**config.mk**
```make
export PLATFORM = sky130hd
export DESIGN_NAME = loser_tree_kway_merge_top_flat
export DESIGN_NICKNAME = d
export VERILOG_FILES = /design/src/rtl/ltkm_pkg.sv /design/src/rtl/ltkm_head_if.sv /design/src/rtl/ltkm_result_if.sv /design/src/rtl/ltkm_heads.sv /design/src/rtl/ltkm_cell.sv /design/src/rtl/loser_tree_kway_merge_top.sv /design/src/flat_wrapper.sv
export SDC_FILE = /design/constraint.sdc
export NUM_CORES = 2
export LEC_CHECK = 0
export BUFFER_PORTS_ARGS = -buffer_cell sky130_fd_sc_hd__buf_2
export CAP_MARGIN = 40
export CORE_ASPECT_RATIO = 1.1
export CORE_MARGIN = 10
export CORE_UTILIZATION = 63
export DETAILED_ROUTE_END_ITERATION = 10
export GPL_ROUTABILITY_DRIVEN = 0
export PLACE_DENSITY = 0.8
export SLEW_MARGIN = 0
export SYNTH_ARGS = -nofsm -noshare
export SYNTH_HDL_FRONTEND = slang
export SYNTH_HIERARCHICAL = 1
export SYNTH_SLANG_ARGS = --single-unit
```
**constraint.sdc**
```tcl
create_clock -name clk -period 7.9 [get_ports clk]
set_input_delay 1.185 -clock clk [delete_from_list [all_inputs] [get_ports clk]]
set_output_delay 1.185 -clock clk [all_outputs]
set_load 0.005 [all_outputs]
```
**src/rtl/ltkm_pkg.sv**
```systemverilog
// ----------------------------------------------------------------------------
// ltkm_pkg
// shared widths, the item that climbs the cell chain and the sequencer states
// ----------------------------------------------------------------------------
package ltkm_pkg;

	// lane count follows the four-bit lane field
	localparam int LANE_W = 4;
	localparam int VAL_W  = 31;
	localparam int LANES  = 1 << LANE_W;
	localparam int LEVELS = LANE_W;

	// entry moving one tree level per cycle
	typedef struct packed {
		logic              valid;
		logic              build;
		logic [LANE_W-1:0] lane;
		logic [VAL_W-1:0]  value;
	} item_t;

	typedef enum logic [1:0] {
		ST_FILL,
		ST_BUILD,
		ST_MERGE,
		ST_BUSY
	} state_t;

endpackage

```
**src/rtl/ltkm_head_if.sv**
```systemverilog
// ----------------------------------------------------------------------------
// ltkm_head_if
// request channel carrying one lane head value
// ----------------------------------------------------------------------------
interface ltkm_head_if;
	logic                      valid;
	logic                      ready;
	logic [ltkm_pkg::LANE_W-1:0] lane;
	logic [ltkm_pkg::VAL_W-1:0]  value;

	modport source (output valid, output lane, output value, input ready);
	modport sink (input valid, input lane, input value, output ready);
endinterface

```
**src/rtl/ltkm_result_if.sv**
```systemverilog
// ----------------------------------------------------------------------------
// ltkm_result_if
// result channel carrying one merged element
// ----------------------------------------------------------------------------
interface ltkm_result_if;
	logic                      valid;
	logic                      ready;
	logic [ltkm_pkg::VAL_W-1:0]  out_value;
	logic [ltkm_pkg::LANE_W-1:0] out_lane;
	logic                      done_res;

	modport source (output valid, output out_value, output out_lane, output done_res,
		input ready);
	modport sink (input valid, input out_value, input out_lane, input done_res,
		output ready);
endinterface

```
**src/rtl/ltkm_heads.sv**
```systemverilog
// ----------------------------------------------------------------------------
// ltkm_heads
// head value store, one write port, one registered read port
// ----------------------------------------------------------------------------
module ltkm_heads (
	input  logic                        clk,
	input  logic                        wr_en,
	input  logic [ltkm_pkg::LANE_W-1:0] wr_addr,
	input  logic [ltkm_pkg::VAL_W-1:0]  wr_data,
	input  logic                        rd_en,
	input  logic [ltkm_pkg::LANE_W-1:0] rd_addr,
	output logic [ltkm_pkg::VAL_W-1:0]  rd_data
);
	import ltkm_pkg::*;

	logic [VAL_W-1:0] mem_q [LANES];
	logic [VAL_W-1:0] rd_data_q;

	always_ff @(posedge clk) begin
		if (wr_en) begin
			mem_q[wr_addr] <= wr_data;
		end
	end

	always_ff @(posedge clk) begin
		if (rd_en) begin
			rd_data_q <= mem_q[rd_addr];
		end
	end

	assign rd_data = rd_data_q;

endmodule

```
**src/rtl/ltkm_cell.sv**
```systemverilog
// ----------------------------------------------------------------------------
// ltkm_cell
// one tree level: holds the losers of its nodes and plays one match a cycle
// ----------------------------------------------------------------------------
module ltkm_cell #(
	parameter int LEVEL = 0
) (
	input  logic            clk,
	input  logic            arst_n,
	input  ltkm_pkg::item_t up,
	output ltkm_pkg::item_t down
);
	import ltkm_pkg::*;

	localparam int NODES = LANES >> (LEVEL + 1);
	localparam int IW    = (NODES > 1) ? $clog2(NODES) : 1;

	logic [LANE_W-1:0] node_lane_q [NODES];
	logic [VAL_W-1:0]  node_val_q [NODES];
	logic [LANE_W-1:0] hold_lane_q;
	logic [VAL_W-1:0]  hold_val_q;
	logic              pair_q;
	logic              down_v_q;
	logic              down_build_q;
	logic [LANE_W-1:0] down_lane_q;
	logic [VAL_W-1:0]  down_val_q;

	logic [LANE_W-1:0] shifted;
	logic [IW-1:0]     idx;
	logic [LANE_W-1:0] oth_lane;
	logic [VAL_W-1:0]  oth_val;
	logic              wr_en;
	logic [LANE_W-1:0] los_lane;
	logic [VAL_W-1:0]  los_val;
	logic [LANE_W-1:0] win_lane;
	logic [VAL_W-1:0]  win_val;
	logic              emit;

	// node within this level: the lane bits above the level
	assign shifted  = up.lane >> (LEVEL + 1);
	assign idx      = shifted[IW-1:0];
	assign oth_lane = node_lane_q[idx];
	assign oth_val  = node_val_q[idx];

	always_comb begin
		wr_en    = 1'b0;
		los_lane = up.lane;
		los_val  = up.value;
		win_lane = up.lane;
		win_val  = up.value;
		emit     = 1'b0;
		if (up.valid) begin
			if (up.build) begin
				// second of a pair: held entry is the left child
				if (pair_q) begin
					wr_en = 1'b1;
					emit  = 1'b1;
					if (hold_val_q > up.value) begin
						win_lane = hold_lane_q;
						win_val  = hold_val_q;
					end else begin
						los_lane = hold_lane_q;
						los_val  = hold_val_q;
					end
				end
			end else begin
				// replay: climbing entry keeps ties
				emit = 1'b1;
				if (up.value < oth_val) begin
					wr_en    = 1'b1;
					win_lane = oth_lane;
					win_val  = oth_val;
				end
			end
		end
	end

	always_ff @(posedge clk or negedge arst_n) begin
		if (!arst_n) begin
			pair_q   <= 1'b0;
			down_v_q <= 1'b0;
		end else begin
			down_v_q <= emit;
			if (up.valid && up.build) begin
				pair_q <= ~pair_q;
			end
		end
	end

	always_ff @(posedge clk) begin
		if (up.valid && up.build && !pair_q) begin
			hold_lane_q <= up.lane;
			hold_val_q  <= up.value;
		end
		if (wr_en) begin
			node_lane_q[idx] <= los_lane;
			node_val_q[idx]  <= los_val;
		end
		down_build_q <= up.build;
		down_lane_q  <= win_lane;
		down_val_q   <= win_val;
	end

	assign down = '{valid: down_v_q, build: down_build_q, lane: down_lane_q,
		value: down_val_q};

endmodule

```
**src/rtl/loser_tree_kway_merge_top.sv**
```systemverilog
// ----------------------------------------------------------------------------
// loser_tree_kway_merge_top
// merges sixteen descending zero-terminated streams through a loser tree
// ----------------------------------------------------------------------------
//  channel  dir  payload                          accepted when
//  head     in   lane[3:0], value[30:0]           head.valid & head.ready
//  result   out  out_value[30:0], out_lane[3:0],  result.valid & result.ready
//                done_res
//
// the last fill request of a fill phase starts a build
// that streams all sixteen heads out of the head store (one read a cycle)
// through the read register and the four level cells to the winner at the root.
// a merge request climbs the cell chain one level a cycle through the four cell
// stages; the next request is taken only after the winner leaves the root cell.
// reset clears the sequencer, counters and valid flags; the head store and the
// loser nodes are undefined until written.
// a waiting result sits in the output register, a second one in a skid stage;
// head.ready drops only while the skid stage is occupied or work is in flight.
// ----------------------------------------------------------------------------
module loser_tree_kway_merge_top (
	input  logic          clk,
	input  logic          arst_n,
	ltkm_head_if.sink     head,
	ltkm_result_if.source result
);
	import ltkm_pkg::*;

	state_t state_q;
	state_t state_d;

	logic [LANE_W-1:0] fill_cnt_q;
	logic [LANE_W-1:0] rd_ptr_q;
	logic [LANE_W-1:0] winner_q;

	// head store read pipeline
	logic              rd_v_s1;
	logic [LANE_W-1:0] rd_lane_s1;
	logic [VAL_W-1:0]  rd_data;

	// output register and skid stage
	logic              out_v_q;
	logic [LANE_W-1:0] out_lane_q;
	logic [VAL_W-1:0]  out_val_q;
	logic              skid_v_q;
	logic [LANE_W-1:0] skid_lane_q;
	logic [VAL_W-1:0]  skid_val_q;

	item_t chain [LEVELS+1];

	logic acc;
	logic fill_wr;
	logic merge_hit;
	logic rd_en;
	logic rd_last;
	logic res_v;
	logic out_free;

	// request handshake
	assign head.ready = ((state_q == ST_FILL) || (state_q == ST_MERGE)) && !skid_v_q;
	assign acc        = head.valid && head.ready;

	// every four-bit lane is in range, so every fill request counts
	assign fill_wr   = acc && (state_q == ST_FILL);
	// a merge request for any lane but the winner is dropped
	assign merge_hit = acc && (state_q == ST_MERGE) && (head.lane == winner_q);

	assign rd_en   = (state_q == ST_BUILD);
	assign rd_last = rd_en && (rd_ptr_q == LANE_W'(LANES - 1));

	ltkm_heads u_heads (
		.clk     (clk),
		.wr_en   (fill_wr || merge_hit),
		.wr_addr (head.lane),
		.wr_data (head.value),
		.rd_en   (rd_en),
		.rd_addr (rd_ptr_q),
		.rd_data (rd_data)
	);

	// entry into the chain: build heads in lane order, or the refilled winner
	always_comb begin
		chain[0] = '0;
		if (rd_v_s1) begin
			chain[0] = '{valid: 1'b1, build: 1'b1, lane: rd_lane_s1, value: rd_data};
		end else if (merge_hit) begin
			chain[0] = '{valid: 1'b1, build: 1'b0, lane: head.lane, value: head.value};
		end
	end

	// one cell per tree level, leaves first, root last
	for (genvar g = 0; g < LEVELS; g++) begin : g_level
		ltkm_cell #(
			.LEVEL (g)
		) u_cell (
			.clk    (clk),
			.arst_n (arst_n),
			.up     (chain[g]),
			.down   (chain[g+1])
		);
	end

	assign res_v = chain[LEVELS].valid;

	// sequencer next state
	always_comb begin
		state_d = state_q;
		case (state_q)
			ST_FILL: begin
				if (fill_wr && (fill_cnt_q == LANE_W'(LANES - 1))) begin
					state_d = ST_BUILD;
				end
			end
			ST_BUILD: begin
				if (rd_last) begin
					state_d = ST_BUSY;
				end
			end
			ST_MERGE: begin
				if (merge_hit) begin
					state_d = ST_BUSY;
				end
			end
			ST_BUSY: begin
				// a zero winner means every stream is spent
				if (res_v) begin
					state_d = (chain[LEVELS].value == '0) ? ST_FILL : ST_MERGE;
				end
			end
			default: begin
				state_d = ST_FILL;
			end
		endcase
	end

	always_ff @(posedge clk or negedge arst_n) begin
		if (!arst_n) begin
			state_q    <= ST_FILL;
			fill_cnt_q <= '0;
			rd_ptr_q   <= '0;
			winner_q   <= '0;
			rd_v_s1    <= 1'b0;
		end else begin
			state_q <= state_d;
			rd_v_s1 <= rd_en;
			// wraps to zero on the last head, ready for the next fill phase
			if (fill_wr) begin
				fill_cnt_q <= fill_cnt_q + 1'b1;
			end
			if (rd_en) begin
				rd_ptr_q <= rd_ptr_q + 1'b1;
			end
			if (res_v) begin
				winner_q <= chain[LEVELS].lane;
			end
		end
	end

	always_ff @(posedge clk) begin
		rd_lane_s1 <= rd_ptr_q;
	end

	// output register with skid stage
	assign out_free = !out_v_q || result.ready;

	always_ff @(posedge clk or negedge arst_n) begin
		if (!arst_n) begin
			out_v_q  <= 1'b0;
			skid_v_q <= 1'b0;
		end else begin
			if (out_free) begin
				if (skid_v_q) begin
					out_v_q  <= 1'b1;
					skid_v_q <= res_v;
				end else begin
					out_v_q <= res_v;
				end
			end else if (res_v) begin
				skid_v_q <= 1'b1;
			end
		end
	end

	always_ff @(posedge clk) begin
		if (out_free) begin
			if (skid_v_q) begin
				out_lane_q <= skid_lane_q;
				out_val_q  <= skid_val_q;
				if (res_v) begin
					skid_lane_q <= chain[LEVELS].lane;
					skid_val_q  <= chain[LEVELS].value;
				end
			end else if (res_v) begin
				out_lane_q <= chain[LEVELS].lane;
				out_val_q  <= chain[LEVELS].value;
			end
		end else if (res_v) begin
			skid_lane_q <= chain[LEVELS].lane;
			skid_val_q  <= chain[LEVELS].value;
		end
	end

	assign result.valid     = out_v_q;
	assign result.out_value = out_val_q;
	assign result.out_lane  = out_lane_q;
	assign result.done_res  = (out_val_q == '0);

endmodule

```
**src/flat_wrapper.sv**
```systemverilog
// flat-port wrapper written by rule: the top's interface ports become plain ports
module loser_tree_kway_merge_top_flat import ltkm_pkg::*;
  (clk, arst_n, head_valid, head_lane, head_value, head_ready, result_valid, result_out_value, result_out_lane, result_done_res, result_ready);
  ltkm_head_if head_i ();
  ltkm_result_if result_i ();
  input  logic clk;
  input  logic arst_n;
  input wire logic [$bits(head_i.valid)-1:0] head_valid;
  input wire logic [$bits(head_i.lane)-1:0] head_lane;
  input wire logic [$bits(head_i.value)-1:0] head_value;
  output wire logic [$bits(head_i.ready)-1:0] head_ready;
  output wire logic [$bits(result_i.valid)-1:0] result_valid;
  output wire logic [$bits(result_i.out_value)-1:0] result_out_value;
  output wire logic [$bits(result_i.out_lane)-1:0] result_out_lane;
  output wire logic [$bits(result_i.done_res)-1:0] result_done_res;
  input wire logic [$bits(result_i.ready)-1:0] result_ready;
  assign head_i.valid = head_valid;
  assign head_i.lane = head_lane;
  assign head_i.value = head_value;
  assign head_ready = head_i.ready;
  assign result_valid = result_i.valid;
  assign result_out_value = result_i.out_value;
  assign result_out_lane = result_i.out_lane;
  assign result_done_res = result_i.done_res;
  assign result_i.ready = result_ready;
  loser_tree_kway_merge_top u_core (.clk(clk), .arst_n(arst_n), .head(head_i), .result(result_i));
endmodule
```
==> reports/metrics.cfg <==
[route]
drtIter0Drc = 4237
drt-total-wl_um = 151000
drc = 0
vias_per_cell = 6.65
dr_total_vias = 35500
dr.pass1.iters = 7
ant_nets = 0
wl_per_cell_um = 28.2

[power_and_ir_drop]
power.leakage_nw = 24.0
comb_power_share_pct = 30.2
pwr-share-seq_pct = 43.3
vdd_drop_max_mv = 0.310
p_sw_share_pct = 32.8
p_int_mw = 16.3
power_per_cell_area_nw_per_um2 = 358
p_clk_share_pct = 26.5
netSwitchingPower_mw = 7.99

[synth]
post_synth.cell_area_avg_sq_um = 16.2
ys_warn_count = 6
synthCells = 3764
syn_nets = 4054
mappedNetlistArea_sq_um = 60900

[timing]
fin_setup_tns_ns = 0
rsz0062_at_grt = false
setup_viol = 0
final_max_slew_viol_count = 0
hold_violations = 0
whs_ns = 0.450
period_minus_slack_ns = 6.57
max-slew-margin-rel_pct = 33.7
min_period_over_period_pct = 83.1
worst_pin_slew_ns = 0.988
fmax_mhz = 152
skew_ns = 0.0350

[floorplanning]
dieArea_sq_um = 110000
die_h_um = 346
num_rows = 119
die_w_um = 317
start_util_pct = 63.6
coreArea_sq_um = 95900
num_io_pins = 77

[finish]
fill_cells = 5762
drive_gt1_share_pct = 21.3
final_cells = 5340
layout.nets = 4239
area_growth_pct = 11.6
final_util_pct = 70.9

[clock_tree]
cts_resized = 0
postCtsHoldBufs = 0
cts_tree = yes
cts_max_level = 4
clk_latency_ns = 0.77
numCtsBuffers = 140
clk_pin_slew_ns = 0.06
clk_path_buf_depth = 3
clkSinkCount = 1434
clock-root-buffer = clkbuf_16
post_cts_buffers = 0

[global_routing]
grt_pass1_wl_um = 226000
grt_pass1_vias = 36200
grt_use_total_pct = 27.4
grt_max_degree = 63
antenna_found_initial = 13
overflow = 0

[placement]
io_buffer_count = 76
place_inst = 5077
dp_hpwl_um = 94700

[setup_path]
critPathArrivalTime_ns = 7.21
required_ns = 8.54
worstPathMaxFanout = 19
worst-setup-path-type = reg -> reg
crit_path_end_kind = flop
crit_path_start_kind = flop

[run_status]
status = finished, final reports clean

[run]
maxCapViolCount = 0

[hold_path]
hp-class = reg -> reg

critical path, stage by stage, from the launching register on:
cell	delay [ns]
dfrtp_1	0.43
inv_1	0.16
ha_1	0.34
inv_1	0.13
nor3_4	0.26
nand2_1	0.11
o21ai_1	0.60
nand2_1	0.33
nor2_2	0.62
buf_4	0.30
a22oi_1	0.10
and4_1	0.25
ha_1	0.31
nand4_1	0.16
nor4_2	0.47
a22oi_1	0.23
a31oi_1	0.33
or3_1	0.70
buf_12	0.24
a21oi_1	0.07
a221o_1	0.29
state kept, by name, indices dropped and copies added, names as in the netlist, 16 cells and up:
signal                             cells
u_core/u_heads/rd_data                31
u_core/u_heads/mem_q                 496
u_core/skid_val_q                     31
u_core/g_level.u_cell/node_val_q     465
u_core/g_level.u_cell/down_lane_q     16
u_core/result.out_value               31
u_core/g_level.u_cell/hold_lane_q     16
u_core/g_level.u_cell/node_lane_q     60
u_core/g_level.u_cell/down_val_q     124
u_core/g_level.u_cell/hold_val_q     124
routing by layer:
layer / vias to the layer above / track usage [%] / part of all wire [%]
li1: 15200 / - / -
met1: 17700 / 35.5 / 36
met5: - / 0 / 0.098
met3: 443 / 6.27 / 10
met4: 20 / 13.7 / 5.5
met2: 2157 / 43.5 / 48
worst paths after layout:
kind,from,endpoint,slack [ns],depth (start not counted)
min,u_core/g_level[0].u_cell/down_build_q,u_core/g_level[1].u_cell/down_build_q,0.45,0
max,u_core/state_q[0],u_core/g_level[0].u_cell/down_lane_q[3],1.33,20
min reg2reg,u_core/g_level[0].u_cell/down_build_q,u_core/g_level[1].u_cell/down_build_q,0.45,0
max in group asynchronous,arst_n,u_core/rd_ptr_q[1],6.83,1
max reg2reg,u_core/state_q[0],u_core/g_level[0].u_cell/down_lane_q[3],1.33,20
min in group asynchronous,arst_n,u_core/g_level[2].u_cell/down_v_q,0.49,1
power groups by stage:
stage               combinational [mW]  sequential (mW)  clock (mW)
floorplan                         5.15             10.2           0
global placement                  6.82             10.7           0
detailed placement                7.14             10.7           0
CTS                               7.26             10.5        6.52
global route                      7.92             10.6        6.81
finish                            7.35             10.5        6.44
stage by stage:
| step | area [sq um] | setup slack (ns) | total power [mW] |
|---|---|---|---|
| detailed placement | 63600 | 0.887 | 17.8 |
| finish | 68000 | 1.33 | 24.3 |
| global route | 68000 | 1.08 | 25.4 |
| floorplan | 60900 | 0.00339 | 15.4 |
| CTS | 68000 | 1.46 | 24.3 |
| global placement | 63300 | 0.830 | 17.5 |
area by class of cell:
cell class | count | area (sq um) | share of cell area [%]
inverter | 282 | 1060 | 1.56
timing repair buffer | 207 | 1570 | 2.31
sequential | 1434 | 41500 | 61.0
clock buffer | 188 | 3860 | 5.68
antenna | 2 | 5.00 | 0.00736
multi-input combinational | 1884 | 17900 | 26.3
clock inverter | 73 | 586 | 0.861
tap | 1270 | 1590 | 2.34
layout by cell type, fill, tap and decap left out, drive strengths merged, types with 15 or more instances in the layout:
cell and instances:
nand3 29, and4 33, mux2i 116, o221ai 70
nor4 23, buf 207, clkinv 54, a221o 67
nor2 128, nand2 239, a21oi 101, o21ai 82
nor3 34, nand4 45, dfrtp 25, mux2 155
a211oi 15, edfxtp 1262, inv 291, mux4 159
clkbuf 188, ha 251, dfxtp 147, a22oi 183
(Power assumes the default switching activity.)
